File: src/hdl/mrp_pkg.sv
// Shared types, constants and lookup functions of the meter report parser.
package mrp_pkg;

    // Bytes 0 to 12 are the only positions the decoder reads by index; the last byte is held apart.
    localparam int NUM_KEPT = 13;

    // Message length as seen by the decoder, saturated: any length of 15
    // or more can never match an expected length.
    localparam int LEN_W   = 4;
    localparam int LEN_MAX = 15;

    localparam logic [7:0] CMD_METER_REPORT = 8'h02;

    localparam int CFG_IDX_W = 1;
    localparam logic [CFG_IDX_W-1:0] REG_PROTOCOL_VERSION = 1'd0;
    localparam logic [CFG_IDX_W-1:0] REG_HIGHEST_VERSION  = 1'd1;

    localparam logic [2:0] ST_OK         = 3'd0;
    localparam logic [2:0] ST_NOT_REPORT = 3'd1;
    localparam logic [2:0] ST_BAD_VER    = 3'd2;
    localparam logic [2:0] ST_BAD_TYPE   = 3'd3;
    localparam logic [2:0] ST_BAD_SIZE   = 3'd4;
    localparam logic [2:0] ST_BAD_LEN    = 3'd5;
    localparam logic [2:0] ST_BAD_INDEX  = 3'd6;
    localparam logic [2:0] ST_BAD_KWH    = 3'd7;

    localparam logic [8:0] MAX_INDEX = 9'd79;

    typedef struct packed {
        logic                      pend;
        logic                      ovf;
        logic [LEN_W-1:0]          len;
        logic [7:0]                last_byte;
        logic [NUM_KEPT-1:0][7:0]  bytes;
    } mrp_msg_t;

    typedef struct packed {
        logic [2:0]         status;
        logic [6:0]         meter_index;
        logic signed [31:0] reading;
        logic signed [31:0] prev_reading;
        logic [2:0]         decimals;
        logic [15:0]        delta_seconds;
        logic [1:0]         rate_kind;
        logic               exporting;
    } mrp_result_t;

    // Ten to the power of the precision.
    function automatic logic [23:0] pow10(input logic [2:0] prec);
        logic [23:0] r;
        begin
            unique case (prec)
                3'd0: r = 24'd1;
                3'd1: r = 24'd10;
                3'd2: r = 24'd100;
                3'd3: r = 24'd1000;
                3'd4: r = 24'd10000;
                3'd5: r = 24'd100000;
                3'd6: r = 24'd1000000;
                default: r = 24'd10000000;
            endcase
            return r;
        end
    endfunction

    // Lowest plausible raw kWh reading: minus one million units.
    function automatic logic signed [44:0] kwh_floor(input logic [2:0] prec);
        logic signed [44:0] r;
        begin
            unique case (prec)
                3'd0: r = -45'sd1000000;
                3'd1: r = -45'sd10000000;
                3'd2: r = -45'sd100000000;
                3'd3: r = -45'sd1000000000;
                3'd4: r = -45'sd10000000000;
                3'd5: r = -45'sd100000000000;
                3'd6: r = -45'sd1000000000000;
                default: r = -45'sd10000000000000;
            endcase
            return r;
        end
    endfunction

endpackage

File: src/hdl/mrp_in_if.sv
// Byte channel into the meter report parser.
interface mrp_in_if;
    logic       valid;
    logic       ready;
    logic [7:0] msg_byte;
    logic       end_of_msg;

    modport source (output valid, output msg_byte, output end_of_msg, input ready);
    modport sink   (input valid, input msg_byte, input end_of_msg, output ready);
endinterface

File: src/hdl/mrp_out_if.sv
// Decoded report channel out of the meter report parser.
interface mrp_out_if;
    logic               valid;
    logic               ready;
    logic [2:0]         status;
    logic [6:0]         meter_index;
    logic signed [31:0] reading;
    logic signed [31:0] prev_reading;
    logic [2:0]         decimals;
    logic [15:0]        delta_seconds;
    logic [1:0]         rate_kind;
    logic               exporting;

    modport source (
        output valid, output status, output meter_index, output reading,
        output prev_reading, output decimals, output delta_seconds,
        output rate_kind, output exporting, input ready
    );
    modport sink (
        input valid, input status, input meter_index, input reading,
        input prev_reading, input decimals, input delta_seconds,
        input rate_kind, input exporting, output ready
    );
endinterface

File: src/hdl/mrp_buffer.sv
// Message byte collection: byte count, overflow flag and the closed-message snapshot.
module mrp_buffer
    import mrp_pkg::*;
#(
    parameter int MAX_MSG_BYTES = 16
)
(
    input  logic       clk,
    input  logic       rst_n,
    input  logic       accept,
    input  logic [7:0] msg_byte,
    input  logic       end_of_msg,
    input  logic       taken,
    output mrp_msg_t   msg
);

    localparam int CW = $clog2(MAX_MSG_BYTES + 1);

    logic [CW-1:0]             count_reg, count_next;
    logic                      ovf_reg, ovf_next;
    logic                      pend_reg, pend_next;
    logic [LEN_W-1:0]          fin_len_reg;
    logic                      fin_ovf_reg;
    logic [7:0]                last_reg;
    logic [NUM_KEPT-1:0][7:0]  bytes_reg;

    logic          room;
    logic [CW-1:0] new_cnt;
    logic          new_ovf;
    logic          closing;

    assign room    = count_reg < CW'(MAX_MSG_BYTES);
    assign new_cnt = room ? count_reg + CW'(1) : count_reg;
    assign new_ovf = ovf_reg | ~room;
    assign closing = accept & end_of_msg;

    always_comb
    begin
        count_next = count_reg;
        ovf_next   = ovf_reg;
        if (accept)
        begin
            count_next = closing ? '0 : new_cnt;
            ovf_next   = closing ? 1'b0 : new_ovf;
        end
        if (closing)
        begin
            pend_next = 1'b1;
        end
        else
        begin
            pend_next = pend_reg & ~taken;
        end
    end

    always_ff @(posedge clk or negedge rst_n)
    begin
        if (!rst_n)
        begin
            count_reg <= '0;
            ovf_reg   <= 1'b0;
            pend_reg  <= 1'b0;
        end
        else
        begin
            count_reg <= count_next;
            ovf_reg   <= ovf_next;
            pend_reg  <= pend_next;
        end
    end

    // Bytes past position 12 are counted but never stored in the byte array.
    always_ff @(posedge clk)
    begin
        if (accept)
        begin
            for (int i = 0; i < NUM_KEPT; i++)
            begin
                if (count_reg == CW'(i))
                begin
                    bytes_reg[i] <= msg_byte;
                end
            end
        end
        if (closing)
        begin
            fin_len_reg <= (new_cnt > CW'(LEN_MAX)) ? LEN_W'(LEN_MAX)
                                                    : new_cnt[LEN_W-1:0];
            fin_ovf_reg <= new_ovf;
            last_reg    <= msg_byte;
        end
    end

    assign msg.pend      = pend_reg;
    assign msg.ovf       = fin_ovf_reg;
    assign msg.len       = fin_len_reg;
    assign msg.last_byte = last_reg;
    assign msg.bytes     = bytes_reg;

endmodule

File: src/hdl/mrp_decode.sv
// Field decode, length and index checks and the kWh plausibility test.
module mrp_decode
    import mrp_pkg::*;
(
    input  mrp_msg_t    msg,
    input  logic [7:0]  ver,
    input  logic [7:0]  highest,
    output mrp_result_t res
);

    logic [7:0]         d0, d1, d2;
    logic [NUM_KEPT-1:0][7:0] kept;
    logic [4:0]         mtype;
    logic [4:0]         type_m1;
    logic [4:0]         type_max;
    logic [1:0]         rate;
    logic [2:0]         size;
    logic               size_ok;
    logic [2:0]         scale1;
    logic               scale_ext;
    logic [7:0]         scale;
    logic [2:0]         prec;
    logic [7:0]         dhi, dlo;
    logic [15:0]        delta;
    logic               delta_nz;
    logic [4:0]         size5;
    logic [4:0]         expect_len;
    logic [4:0]         got_len;
    logic signed [31:0] cur, prev_raw, prev;
    logic [8:0]         idx;
    logic signed [44:0] c_ext, p_ext, lim;
    logic signed [33:0] diff;
    logic [32:0]        dmag;
    logic [39:0]        lhs, rhs;
    logic [23:0]        pw;
    logic               kwh_bad;
    logic [2:0]         st;
    logic               fill;

    // Positions past the end of the message read as zero, not as bytes left
    // over from an earlier message.
    always_comb
    begin
        for (int i = 0; i < NUM_KEPT; i++)
        begin
            kept[i] = (msg.len > LEN_W'(i)) ? msg.bytes[i] : 8'd0;
        end
    end

    assign d0 = msg.bytes[0];
    assign d1 = (msg.len > LEN_W'(1)) ? msg.bytes[1] : 8'd0;
    assign d2 = (msg.len > LEN_W'(2)) ? msg.bytes[2] : 8'd0;

    assign mtype     = d1[4:0];
    assign type_m1   = mtype - 5'd1;
    assign type_max  = (ver <= 8'd3) ? 5'd3 : 5'd5;
    assign rate      = (ver == 8'd1) ? 2'd0 : d1[6:5];
    assign size      = d2[2:0];
    assign size_ok   = (size == 3'd1) || (size == 3'd2) || (size == 3'd4);
    assign scale1    = {(ver >= 8'd3) & d1[7], d2[4:3]};
    assign scale_ext = (ver >= 8'd4) && (scale1 == 3'd7);
    assign scale     = scale_ext ? msg.last_byte + 8'd8 : {5'd0, scale1};
    assign prec      = d2[7:5];

    // Value and delta positions follow from the value size.
    always_comb
    begin
        unique case (size)
            3'd2:
            begin
                dhi      = kept[5];
                dlo      = kept[6];
                cur      = {{16{kept[3][7]}}, kept[3], kept[4]};
                prev_raw = {{16{kept[7][7]}}, kept[7], kept[8]};
            end
            3'd4:
            begin
                dhi      = kept[7];
                dlo      = kept[8];
                cur      = {kept[3], kept[4], kept[5], kept[6]};
                prev_raw = {kept[9], kept[10], kept[11], kept[12]};
            end
            default:
            begin
                dhi      = kept[4];
                dlo      = kept[5];
                cur      = {{24{kept[3][7]}}, kept[3]};
                prev_raw = {{24{kept[6][7]}}, kept[6]};
            end
        endcase
    end

    assign delta    = (ver == 8'd1) ? 16'd0 : {dhi, dlo};
    assign delta_nz = delta != 16'd0;
    assign prev     = delta_nz ? prev_raw : cur;
    assign size5    = {2'd0, size};

    assign expect_len = 5'd4 + size5
                      + ((ver >= 8'd2) ? 5'd2 + (delta_nz ? size5 : 5'd0) : 5'd0)
                      + (((ver >= 8'd5) && (scale1 == 3'd7)) ? 5'd1 : 5'd0);
    assign got_len    = {1'b0, msg.len} + 5'd1;

    assign idx = {type_m1, 4'd0} + {1'b0, scale};

    // Exact 64-bit style compares reduced to the widths the values need.
    assign pw    = pow10(prec);
    assign lim   = kwh_floor(prec);
    assign c_ext = 45'(cur);
    assign p_ext = 45'(prev);
    assign diff  = 34'(cur) - 34'(prev);
    assign dmag  = diff[33] ? 33'(-diff) : 33'(diff);
    assign lhs   = dmag * 7'd100;
    assign rhs   = delta * pw;

    assign kwh_bad = (c_ext < lim) || (p_ext < lim) || (lhs > rhs);

    always_comb
    begin
        priority if (msg.ovf)
            st = ST_BAD_LEN;
        else if (d0 != CMD_METER_REPORT)
            st = ST_NOT_REPORT;
        else if ((ver == 8'd0) || (ver > highest))
            st = ST_BAD_VER;
        else if ((mtype == 5'd0) || (mtype > type_max))
            st = ST_BAD_TYPE;
        else if (!size_ok)
            st = ST_BAD_SIZE;
        else if (expect_len != got_len)
            st = ST_BAD_LEN;
        else if (idx > MAX_INDEX)
            st = ST_BAD_INDEX;
        else if ((idx == 9'd0) && kwh_bad)
            st = ST_BAD_KWH;
        else
            st = ST_OK;
    end

    assign fill = (st == ST_OK) || (st == ST_BAD_KWH);

    assign res.status        = st;
    assign res.meter_index   = fill ? idx[6:0] : 7'd0;
    assign res.reading       = fill ? cur : 32'sd0;
    assign res.prev_reading  = fill ? prev : 32'sd0;
    assign res.decimals      = fill ? prec : 3'd0;
    assign res.delta_seconds = fill ? delta : 16'd0;
    assign res.rate_kind     = fill ? rate : 2'd0;
    assign res.exporting     = fill & (ver > 8'd1) & (rate == 2'd2);

endmodule

File: src/hdl/meter_report_parser.sv
// Top level of the meter report parser: configuration, byte buffer, decode and result register.
//
//   channel      direction  payload
//   bytes        sink       msg_byte, end_of_msg
//   report       source     status, meter_index, reading, prev_reading, decimals,
//                           delta_seconds, rate_kind, exporting
//   cfg_*        write      cfg_index selects protocol_version or highest_version
//
// One byte is taken every cycle while input is not blocked. A closing byte marks its
// message pending in the byte buffer, and its report is loaded into the result
// register once that register is free; the whole decode is one combinational pass
// from the byte buffer. Reset clears the byte count and sets the versions to 1 and 6.
// A stalled report blocks input only while a second closed message waits to be decoded.
module meter_report_parser
    import mrp_pkg::*;
#(
    parameter int MAX_MSG_BYTES = 16
)
(
    input  logic                 clk,
    input  logic                 rst_n,
    input  logic                 cfg_write,
    input  logic [CFG_IDX_W-1:0] cfg_index,
    input  logic [7:0]           cfg_data,
    mrp_in_if.sink               bytes,
    mrp_out_if.source            report
);

    logic [7:0]  ver_reg, ver_next;
    logic [7:0]  high_reg, high_next;
    logic        valid_reg, valid_next;
    mrp_result_t res_reg;

    mrp_msg_t    msg;
    mrp_result_t res;
    logic        res_free;
    logic        load;
    logic        accept;

    assign res_free     = ~valid_reg | report.ready;
    assign load         = msg.pend & res_free;
    assign bytes.ready  = ~msg.pend | res_free;
    assign accept       = bytes.valid & bytes.ready;

    mrp_buffer #(
        .MAX_MSG_BYTES(MAX_MSG_BYTES)
    ) u_buffer (
        .clk        (clk),
        .rst_n      (rst_n),
        .accept     (accept),
        .msg_byte   (bytes.msg_byte),
        .end_of_msg (bytes.end_of_msg),
        .taken      (load),
        .msg        (msg)
    );

    mrp_decode u_decode (
        .msg     (msg),
        .ver     (ver_reg),
        .highest (high_reg),
        .res     (res)
    );

    always_comb
    begin
        ver_next  = ver_reg;
        high_next = high_reg;
        if (cfg_write)
        begin
            unique case (cfg_index)
                REG_PROTOCOL_VERSION: ver_next  = cfg_data;
                REG_HIGHEST_VERSION:  high_next = cfg_data;
                default:              ver_next  = ver_reg;
            endcase
        end
        if (load)
        begin
            valid_next = 1'b1;
        end
        else
        begin
            valid_next = valid_reg & ~report.ready;
        end
    end

    always_ff @(posedge clk or negedge rst_n)
    begin
        if (!rst_n)
        begin
            ver_reg   <= 8'd1;
            high_reg  <= 8'd6;
            valid_reg <= 1'b0;
        end
        else
        begin
            ver_reg   <= ver_next;
            high_reg  <= high_next;
            valid_reg <= valid_next;
        end
    end

    always_ff @(posedge clk)
    begin
        if (load)
        begin
            res_reg <= res;
        end
    end

    assign report.valid         = valid_reg;
    assign report.status        = res_reg.status;
    assign report.meter_index   = res_reg.meter_index;
    assign report.reading       = res_reg.reading;
    assign report.prev_reading  = res_reg.prev_reading;
    assign report.decimals      = res_reg.decimals;
    assign report.delta_seconds = res_reg.delta_seconds;
    assign report.rate_kind     = res_reg.rate_kind;
    assign report.exporting     = res_reg.exporting;

endmodule

File: src/flat_wrapper.sv
// flat-port wrapper written by rule: the top's interface ports become plain ports
module meter_report_parser_flat import mrp_pkg::*;
#(
    parameter int MAX_MSG_BYTES = 16
)
  (clk, rst_n, cfg_write, cfg_index, cfg_data, bytes_valid, bytes_msg_byte, bytes_end_of_msg, bytes_ready, report_valid, report_status, report_meter_index, report_reading, report_prev_reading, report_decimals, report_delta_seconds, report_rate_kind, report_exporting, report_ready);
  mrp_in_if bytes_i ();
  mrp_out_if report_i ();
  input  logic clk;
  input  logic rst_n;
  input  logic cfg_write;
  input  logic [CFG_IDX_W-1:0] cfg_index;
  input  logic [7:0] cfg_data;
  input wire logic [$bits(bytes_i.valid)-1:0] bytes_valid;
  input wire logic [$bits(bytes_i.msg_byte)-1:0] bytes_msg_byte;
  input wire logic [$bits(bytes_i.end_of_msg)-1:0] bytes_end_of_msg;
  output wire logic [$bits(bytes_i.ready)-1:0] bytes_ready;
  output wire logic [$bits(report_i.valid)-1:0] report_valid;
  output wire logic [$bits(report_i.status)-1:0] report_status;
  output wire logic [$bits(report_i.meter_index)-1:0] report_meter_index;
  output wire logic [$bits(report_i.reading)-1:0] report_reading;
  output wire logic [$bits(report_i.prev_reading)-1:0] report_prev_reading;
  output wire logic [$bits(report_i.decimals)-1:0] report_decimals;
  output wire logic [$bits(report_i.delta_seconds)-1:0] report_delta_seconds;
  output wire logic [$bits(report_i.rate_kind)-1:0] report_rate_kind;
  output wire logic [$bits(report_i.exporting)-1:0] report_exporting;
  input wire logic [$bits(report_i.ready)-1:0] report_ready;
  assign bytes_i.valid = bytes_valid;
  assign bytes_i.msg_byte = bytes_msg_byte;
  assign bytes_i.end_of_msg = bytes_end_of_msg;
  assign bytes_ready = bytes_i.ready;
  assign report_valid = report_i.valid;
  assign report_status = report_i.status;
  assign report_meter_index = report_i.meter_index;
  assign report_reading = report_i.reading;
  assign report_prev_reading = report_i.prev_reading;
  assign report_decimals = report_i.decimals;
  assign report_delta_seconds = report_i.delta_seconds;
  assign report_rate_kind = report_i.rate_kind;
  assign report_exporting = report_i.exporting;
  assign report_i.ready = report_ready;
  meter_report_parser #(.MAX_MSG_BYTES(MAX_MSG_BYTES)) u_core (.clk(clk), .rst_n(rst_n), .cfg_write(cfg_write), .cfg_index(cfg_index), .cfg_data(cfg_data), .bytes(bytes_i), .report(report_i));
endmodule
File: config.mk
export PLATFORM = sky130hd
export DESIGN_NAME = meter_report_parser_flat
export DESIGN_NICKNAME = d
export VERILOG_FILES = /design/src/hdl/mrp_pkg.sv /design/src/hdl/mrp_in_if.sv /design/src/hdl/mrp_out_if.sv /design/src/hdl/mrp_buffer.sv /design/src/hdl/mrp_decode.sv /design/src/hdl/meter_report_parser.sv /design/src/flat_wrapper.sv
export SDC_FILE = /design/constraint.sdc
export NUM_CORES = 2
export LEC_CHECK = 0
export BUFFER_PORTS_ARGS = -buffer_cell sky130_fd_sc_hd__buf_2
export CORE_ASPECT_RATIO = 1.25
export CORE_UTILIZATION = 55
export DETAILED_ROUTE_END_ITERATION = 16
export GPL_TIMING_DRIVEN = 1
export PLACE_DENSITY = 0.78
export RECOVER_POWER = 25
export SLEW_MARGIN = 20
export SYNTH_ARGS = -nofsm -noshare
export SYNTH_HDL_FRONTEND = slang
export SYNTH_SLANG_ARGS = --single-unit
File: constraint.sdc
create_clock -name clk -period 15.19 [get_ports clk]
set_input_delay 3.038 -clock clk [delete_from_list [all_inputs] [get_ports clk]]
set_output_delay 3.038 -clock clk [all_outputs]
set_load 0.1 [all_outputs]
# Yosys cells after proc, flatten, opt, wreduce, memory -nomap -nowiden
# Cells that the tools add are included.
# Widths: inputs -> output; s select.
[totals] input_bits=23 ff_bits=237 output_inout_bits=98 word_cells=185
[op_classes] n_addsub=11 n_reduce_logical=32 eq_ne=27 mul=2 n_bitwise=17 n_lt_le_gt_ge=26 mux=40
[ops] operator="$pmux 44 s7" count=1
[ops] operator="$pmux 24 s7" count=1
[ops] operator="$mux 8" count=13
[ops] operator="$lt 32x45->1" count=2
[ops] operator="$pmux 32 s2" count=1
[ops] operator="$pmux 31 s2" count=1
[ops] operator="$gt 40x40->1" count=1
[ops] operator="$mul 16x24->40" count=1
[ops] operator="$mul 33x5->38 const B" count=1
[ops] operator="$mux 33" count=1
[ops] operator="$neg 33->33" count=1
[ops] operator="$sub 32x32->33" count=1
[ops] operator="$mux 32" count=1
[ops] operator="$pmux 8 s2" count=2
[ops] operator="$mux 3" count=10
[ops] operator="$reduce_and 2->1" count=15
[ops] operator="$eq 5x4->1 const B" count=5
[ops] operator="$eq 5x3->1 const B" count=4
[ops] operator="$gt 4x4->1 const B" count=5
[ops] operator="$eq 3x3->1 const B" count=6
[ops] operator="$ge 8x2->1 const B" count=2
[ops] operator="$ge 8x3->1 const B" count=2
[ops] operator="$gt 4x3->1 const B" count=4
[ops] operator="$mux 16" count=1
[ops] operator="other kinds (40)" count=73

# Logic depth before layout (Yosys ltp)
[logic_depth] ltp_word=26 depth_mapped=69 ltp_nobuf=64

# Modules after synthesis
# Synthesis repeated with hierarchy kept, for this count alone.
[hier_totals] hier_cells=3401 hier_area_um2=30879.6
[modules_own_cells] mod="mrp_decode" cells_per_inst=3075 area_each_um2=23223.5 seq_area_each_um2=0.0 n_inst=1
[modules_own_cells] mod="mrp_buffer" cells_per_inst=188 area_each_um2=4066.4 seq_area_each_um2=3688.5 n_inst=1
[modules_own_cells] mod="meter_report_parser" cells_per_inst=138 area_each_um2=3589.7 seq_area_each_um2=3311.9 n_inst=1

# Least setup slack after synthesis
# No wires, ideal clock.
[synth_timing] path_type="flip-flop to flip-flop" startpoint="reg u_core.u_buffer.fin_len_reg[0]" endpoint="reg u_core.res_reg, in the netlist u_core.report.rate_kind[0], data pin" setup_time_ps=269 t_arrival_ps=12685 required_time_ps=14921 path_buffers=6 slack_ps=2237 synth_period_minus_slack_ps=12953 stages_incl_launch_ff=69 path_cell_list="edfxtp_1 -> buf_6 -> inv_1 -> ha_1 -> nand2b_4 -> buf_2 -> a31oi_1 -> o21ai_1 -> a222oi_1 -> and3_1 -> a31oi_4 -> clkbuf_1 -> clkbuf_1 -> o21ai_0 -> inv_1 -> fa_1 -> nor2b_1 -> o21ai_0 -> [... 33 more ...] -> nor2_1 -> xor2_1 -> ha_1 -> nor2b_1 -> o21ai_0 -> nand2b_1 -> a21oi_1 -> nor2b_1 -> o21ai_0 -> nand2b_1 -> a221oi_1 -> a21oi_1 -> nor2_1 -> a211oi_1 -> a211o_1 -> nand3_1 -> clkbuf_1 -> nor4b_1"
[synth_via] elab_chain_len=24 elab_cells_between_ends=89 cone_classes="add/sub: 9; mul: 2; order compare: 17; eq/ne: 12; mux: 34; bitwise: 1; reduce/logical: 14"
[synth_lines] item="start: declaration" line_no="mrp_buffer.sv:22" rtl="logic [LEN_W-1:0] fin_len_reg;"
[synth_lines] item="start signal: assignment" line_no="mrp_buffer.sv:87" rtl="fin_len_reg <= (new_cnt > CW'(LEN_MAX)) ? LEN_W'(LEN_MAX)"
[synth_lines] item="$gt 4x2->1" line_no="mrp_decode.sv:52" rtl="assign d2 = (msg.len > LEN_W'(2)) ? msg.bytes[2] : 8'd0;"
[synth_lines] item="$mux 8" line_no="mrp_decode.sv:52"
[synth_lines] item="$eq 3x3->1 or $eq 3x2->1 (tied branches)" line_no="mrp_decode.sv:68" rtl="unique case (size)"
[synth_lines] item="$pmux 8 s2" line_no="mrp_decode.sv:68"
[synth_lines] item="$mux 16" line_no="mrp_decode.sv:93" rtl="assign delta = (ver == 8'd1) ? 16'd0 : {dhi, dlo};"
[synth_lines] item="$reduce_bool 16->1" line_no="mrp_decode.sv:94" rtl="assign delta_nz = delta != 16'd0;"
[synth_lines] item="$mux 32 *" line_no="mrp_decode.sv:95" rtl="assign prev = delta_nz ? prev_raw : cur;"
[synth_lines] item="net u_core.u_decode.prev[1]" line_no="mrp_decode.sv:29" rtl="logic signed [31:0] cur, prev_raw, prev;"
[synth_lines] item="[... 9 more ...]"
[synth_lines] item="$mux 3 *" line_no="mrp_decode.sv:129" rtl="else if (expect_len != got_len)"
[synth_lines] item="$mux 3 *" line_no="mrp_decode.sv:127" rtl="else if (!size_ok)"
[synth_lines] item="$mux 3 *" line_no="mrp_decode.sv:125" rtl="else if ((mtype == 5'd0) || (mtype > type_max))"
[synth_lines] item="$mux 3 *" line_no="mrp_decode.sv:123" rtl="else if ((ver == 8'd0) || (ver > highest))"
[synth_lines] item="$mux 3 *" line_no="mrp_decode.sv:121" rtl="else if (d0 != CMD_METER_REPORT)"
[synth_lines] item="$mux 3 *" line_no="mrp_decode.sv:119" rtl="priority if (msg.ovf)"
[synth_lines] item="$eq 3x3->1 or $logic_not 3->1 (tied branches)" line_no="mrp_decode.sv:139" rtl="assign fill = (st == ST_OK) || (st == ST_BAD_KWH);"
[synth_lines] item="$logic_or 1x1->1 *" line_no="mrp_decode.sv:139"
[synth_lines] item="end signal: assignment" line_no="meter_report_parser.sv:106" rtl="res_reg <= res;"
[synth_lines] item="end: declaration" line_no="meter_report_parser.sv:32" rtl="mrp_result_t res_reg;"
# The timed path passes the listed nets; every way through them passes the cells marked *.
# A chain may end at the register's enable or synchronous reset.

# Final worst setup path
[layout_timing] startpoint="reg u_core.u_buffer.fin_len_reg[0]" endpoint="reg u_core.res_reg, in the netlist u_core.report.prev_reading[14], data pin"
# Same word-level chain as after synthesis.

==> flow_metrics.py <==
metrics = {
    "global_route": {
        "grt_util_met1": 0.3921,
        "overflow": 0,
        "met2_usage": 0.5677,
        "grt_antenna_before_repair": 0,
        "top_usage_layer": "met2",
        "grt_max_degree": 65,
        "grtUsageMet3": 0.04994,
        "grt_pass1_wl_um": 142300,
        "grt_usage": 0.3357,
        "grt_pass1_vias": 25238,
    },
    "critical_path": {
        "arrival_ns": 14.50,
        "crit_path_start_kind": "flip-flop",
        "crit_fanout": 64,
        "endpoint_kind": "flip-flop",
        "path_common_cell": "ha_1",
        "worstSetupPathType": "reg -> reg",
        "cp.required_ns": 15.44,
        "cp_slowest_stage_delay_ns": 0.52,
        "slowest_stage": "fa_1",
    },
    "floorplanning": {
        "die_w_um": 212.9,
        "core-area_um2": 54890,
        "die_area_um2": 56570,
        "start_util": 0.5572,
        "dieHeight_um": 265.7,
        "ios": 121,
        "row_count": 96,
    },
    "final_layout": {
        "design_area_um2": 32810,
        "nNetsFinal": 4197,
        "layoutNonFillerInstCount": 4237,
        "drive_gt1_frac": 0.07710,
        "mostFrequentLayoutCells": "inv_1 (522), ha_1 (394), nor2_1 (358)",
        "synthToLayoutAreaGrowth_pct": 7.261,
        "n_antenna_cell": 0,
        "largest_register_ffs": 104,
        "final_common_cell": "inv_1",
    },
    "yosys": {
        "netlist_area_um2": 30590,
        "avgSynthCellArea_um2": 8.999,
        "synthFlopType": "edfxtp_1",
        "ys_seq_elements": 237,
        "synth.distinct_cells": 88,
        "synthArstFlopShare": 0.1013,
        "yosysWarnings": 0,
        "synth_edf_count": 213,
        "syn_nets": 4109,
        "synthCells": 3399,
        "ys_seq_area_frac": 0.2289,
    },
    "clock_tree": {
        "cts_tree": "built",
        "worst_skew_pair.late_latency_ns": 0.53,
        "clockBufferDepth": 3,
        "htree_levels": 1,
        "ctsHoldBuffers": 0,
        "cts_buffers": 21,
        "cts.clk_slew.worst_paths_ns": 0.07,
        "root_buffer": "clkbuf_16",
        "cts.sinks": 237,
    },
    "route": {
        "finalWirelength_um": 94200,
        "drc": 0,
        "viasPerCell": 5.946,
        "detail_route.first_pass.iterations": 6,
        "initialDrtViolationCount": 2358,
        "vias": 25195,
        "avgRoutedWirePerCell_um": 22.23,
        "drtAntennaViolNets": 0,
    },
    "timing": {
        "period_minus_slack_ns": 14.25,
        "setup_violations": 0,
        "maxSlewViolCount": 0,
        "worst_pin_slew_ns": 1.298,
        "fin_skew_ns": 0.02393,
        "max_freq_mhz": 70.15,
        "slew_headroom": 0.1346,
        "fin_ws_ns": 0.9352,
        "fin_crit_sh": 0.9384,
        "hold_viol": 0,
    },
    "place": {
        "place_area_um2": 32020,
        "portBuffers": 120,
        "place_congestion": 1.020,
        "dp_cells": 4193,
        "dp_hpwl_um": 77270,
        "post-place-ws_ns": 0.4050,
    },
    "run": {
        "maxCapViolCount": 0,
    },
    "status": {
        "outcome": "completed",
    },
    "worst_hold_path": {
        "hp-class": "reg -> reg",
    },
}
==> what timing repair did <==
action | in CTS | in global routing
endpoints found under the setup margin | 0 | 96
gates resized for setup | 0 | 13
buffers inserted | 0 | 6
==> cells in the mapped netlist, types with 8 or more instances <==
master	count	area, um2
fa_1	293	5866
clkbuf_1	85	319.1
a211o_1	10	87.58
or3_1	16	100.1
xnor2_1	95	832.1
o31ai_1	13	97.59
nor2b_1	46	287.8
and3_1	27	168.9
o21a_1	21	157.7
edfxtp_1	213	6396
nand4_1	40	250.2
mux2_2	18	202.7
nor3_1	37	185.2
inv_1	522	1959
a221oi_1	11	96.34
a21o_1	70	525.5
o22ai_1	10	62.56
or2_2	16	100.1
xor2_1	73	639.4
nand2b_1	43	269.0
nand2_1	335	1257
nand3_1	57	285.3
o21ai_0	120	600.6
a21oi_1	208	1041
dfrtp_1	21	525.5
buf_2	10	50.05
nor2_1	360	1351
ha_1	394	4930
a21boi_0	9	67.56
a31oi_1	30	187.7
o21ai_1	8	40.04
o211ai_1	18	135.1
and2_1	26	162.7
nor4_1	13	81.33
==> logic make-up (layout without fill, tap and decap cells) <==
kind of cell | count (synthesis) | count (layout) | synth area share
AO/OA/AOI/OAI | 600 | 600 | 0.1240
XOR/XNOR | 170 | 170 | 0.04917
adder cells (fa/ha/maj) | 687 | 687 | 0.3529
buffers and inverters | 633 | 736 | 0.07981
multiplexers | 20 | 20 | 0.007281
flip-flops | 237 | 237 | 0.2289
AND/OR/NAND/NOR | 1052 | 1052 | 0.1579
==> worst max-delay path: cells and delay by family (launching register included) <==
family | cells | cell delay, ns
xor gates and xnor gates | 2 | 0.33
buffers and inverters | 5 | 0.61
adders and majority gates | 8 | 2.70
AOI/OAI and AO/OA | 32 | 6.99
DFF | 1 | 0.50
and+or+nand+nor | 14 | 2.75
==> final cells by class <==
cell class                 instances  area (um2)
multi-input combinational       2529       21230
clock inverter                    14       153.9
sequential                       237        7000
tap                              735       919.6
fill                            4757       22080
timing repair buffer             173       999.7
clock buffer                      24       536.8
inverter                         525        1971
==> metrics by stage <==
step | hold slack (ns) | TNS (ns) | util
finish | 0.5071 | 0 | 0.5977
global route | 0.5234 | -0.07369 | 0.5977
CTS | 0.5107 | 0 | 0.5958
detailed placement | 0.4953 | 0 | 0.5833
global placement | 0.4895 | 0 | 0.5833
floorplan | 0.4487 | 0 | -
==> metal layers <==
layer	wire length (um)	vias to the layer above
li1	-	11570
met1	34010	12042
met2	45190	1215
met3	7569	368
met4	7431	0
met5	0	-
==> final timing paths <==
kind / start / to / slack (ns) / depth (start not counted)
max: u_core.u_buffer.fin_len_reg[0] / u_core.report.prev_reading[14] / 0.94 / 61
min: u_core.high_reg[6] / u_core.high_reg[6] / 0.51 / 1
max reg2reg: u_core.u_buffer.fin_len_reg[0] / u_core.report.prev_reading[14] / 0.94 / 61
min reg2reg: u_core.high_reg[6] / u_core.high_reg[6] / 0.51 / 1
max in group asynchronous: rst_n / u_core.u_buffer.count_reg[0] / 11.64 / 1
min in group asynchronous: rst_n / u_core.u_buffer.count_reg[1] / 2.79 / 1
Power is not shown: default switching activity piles up to over one toggle a cycle in this logic, so the estimate is an artifact.
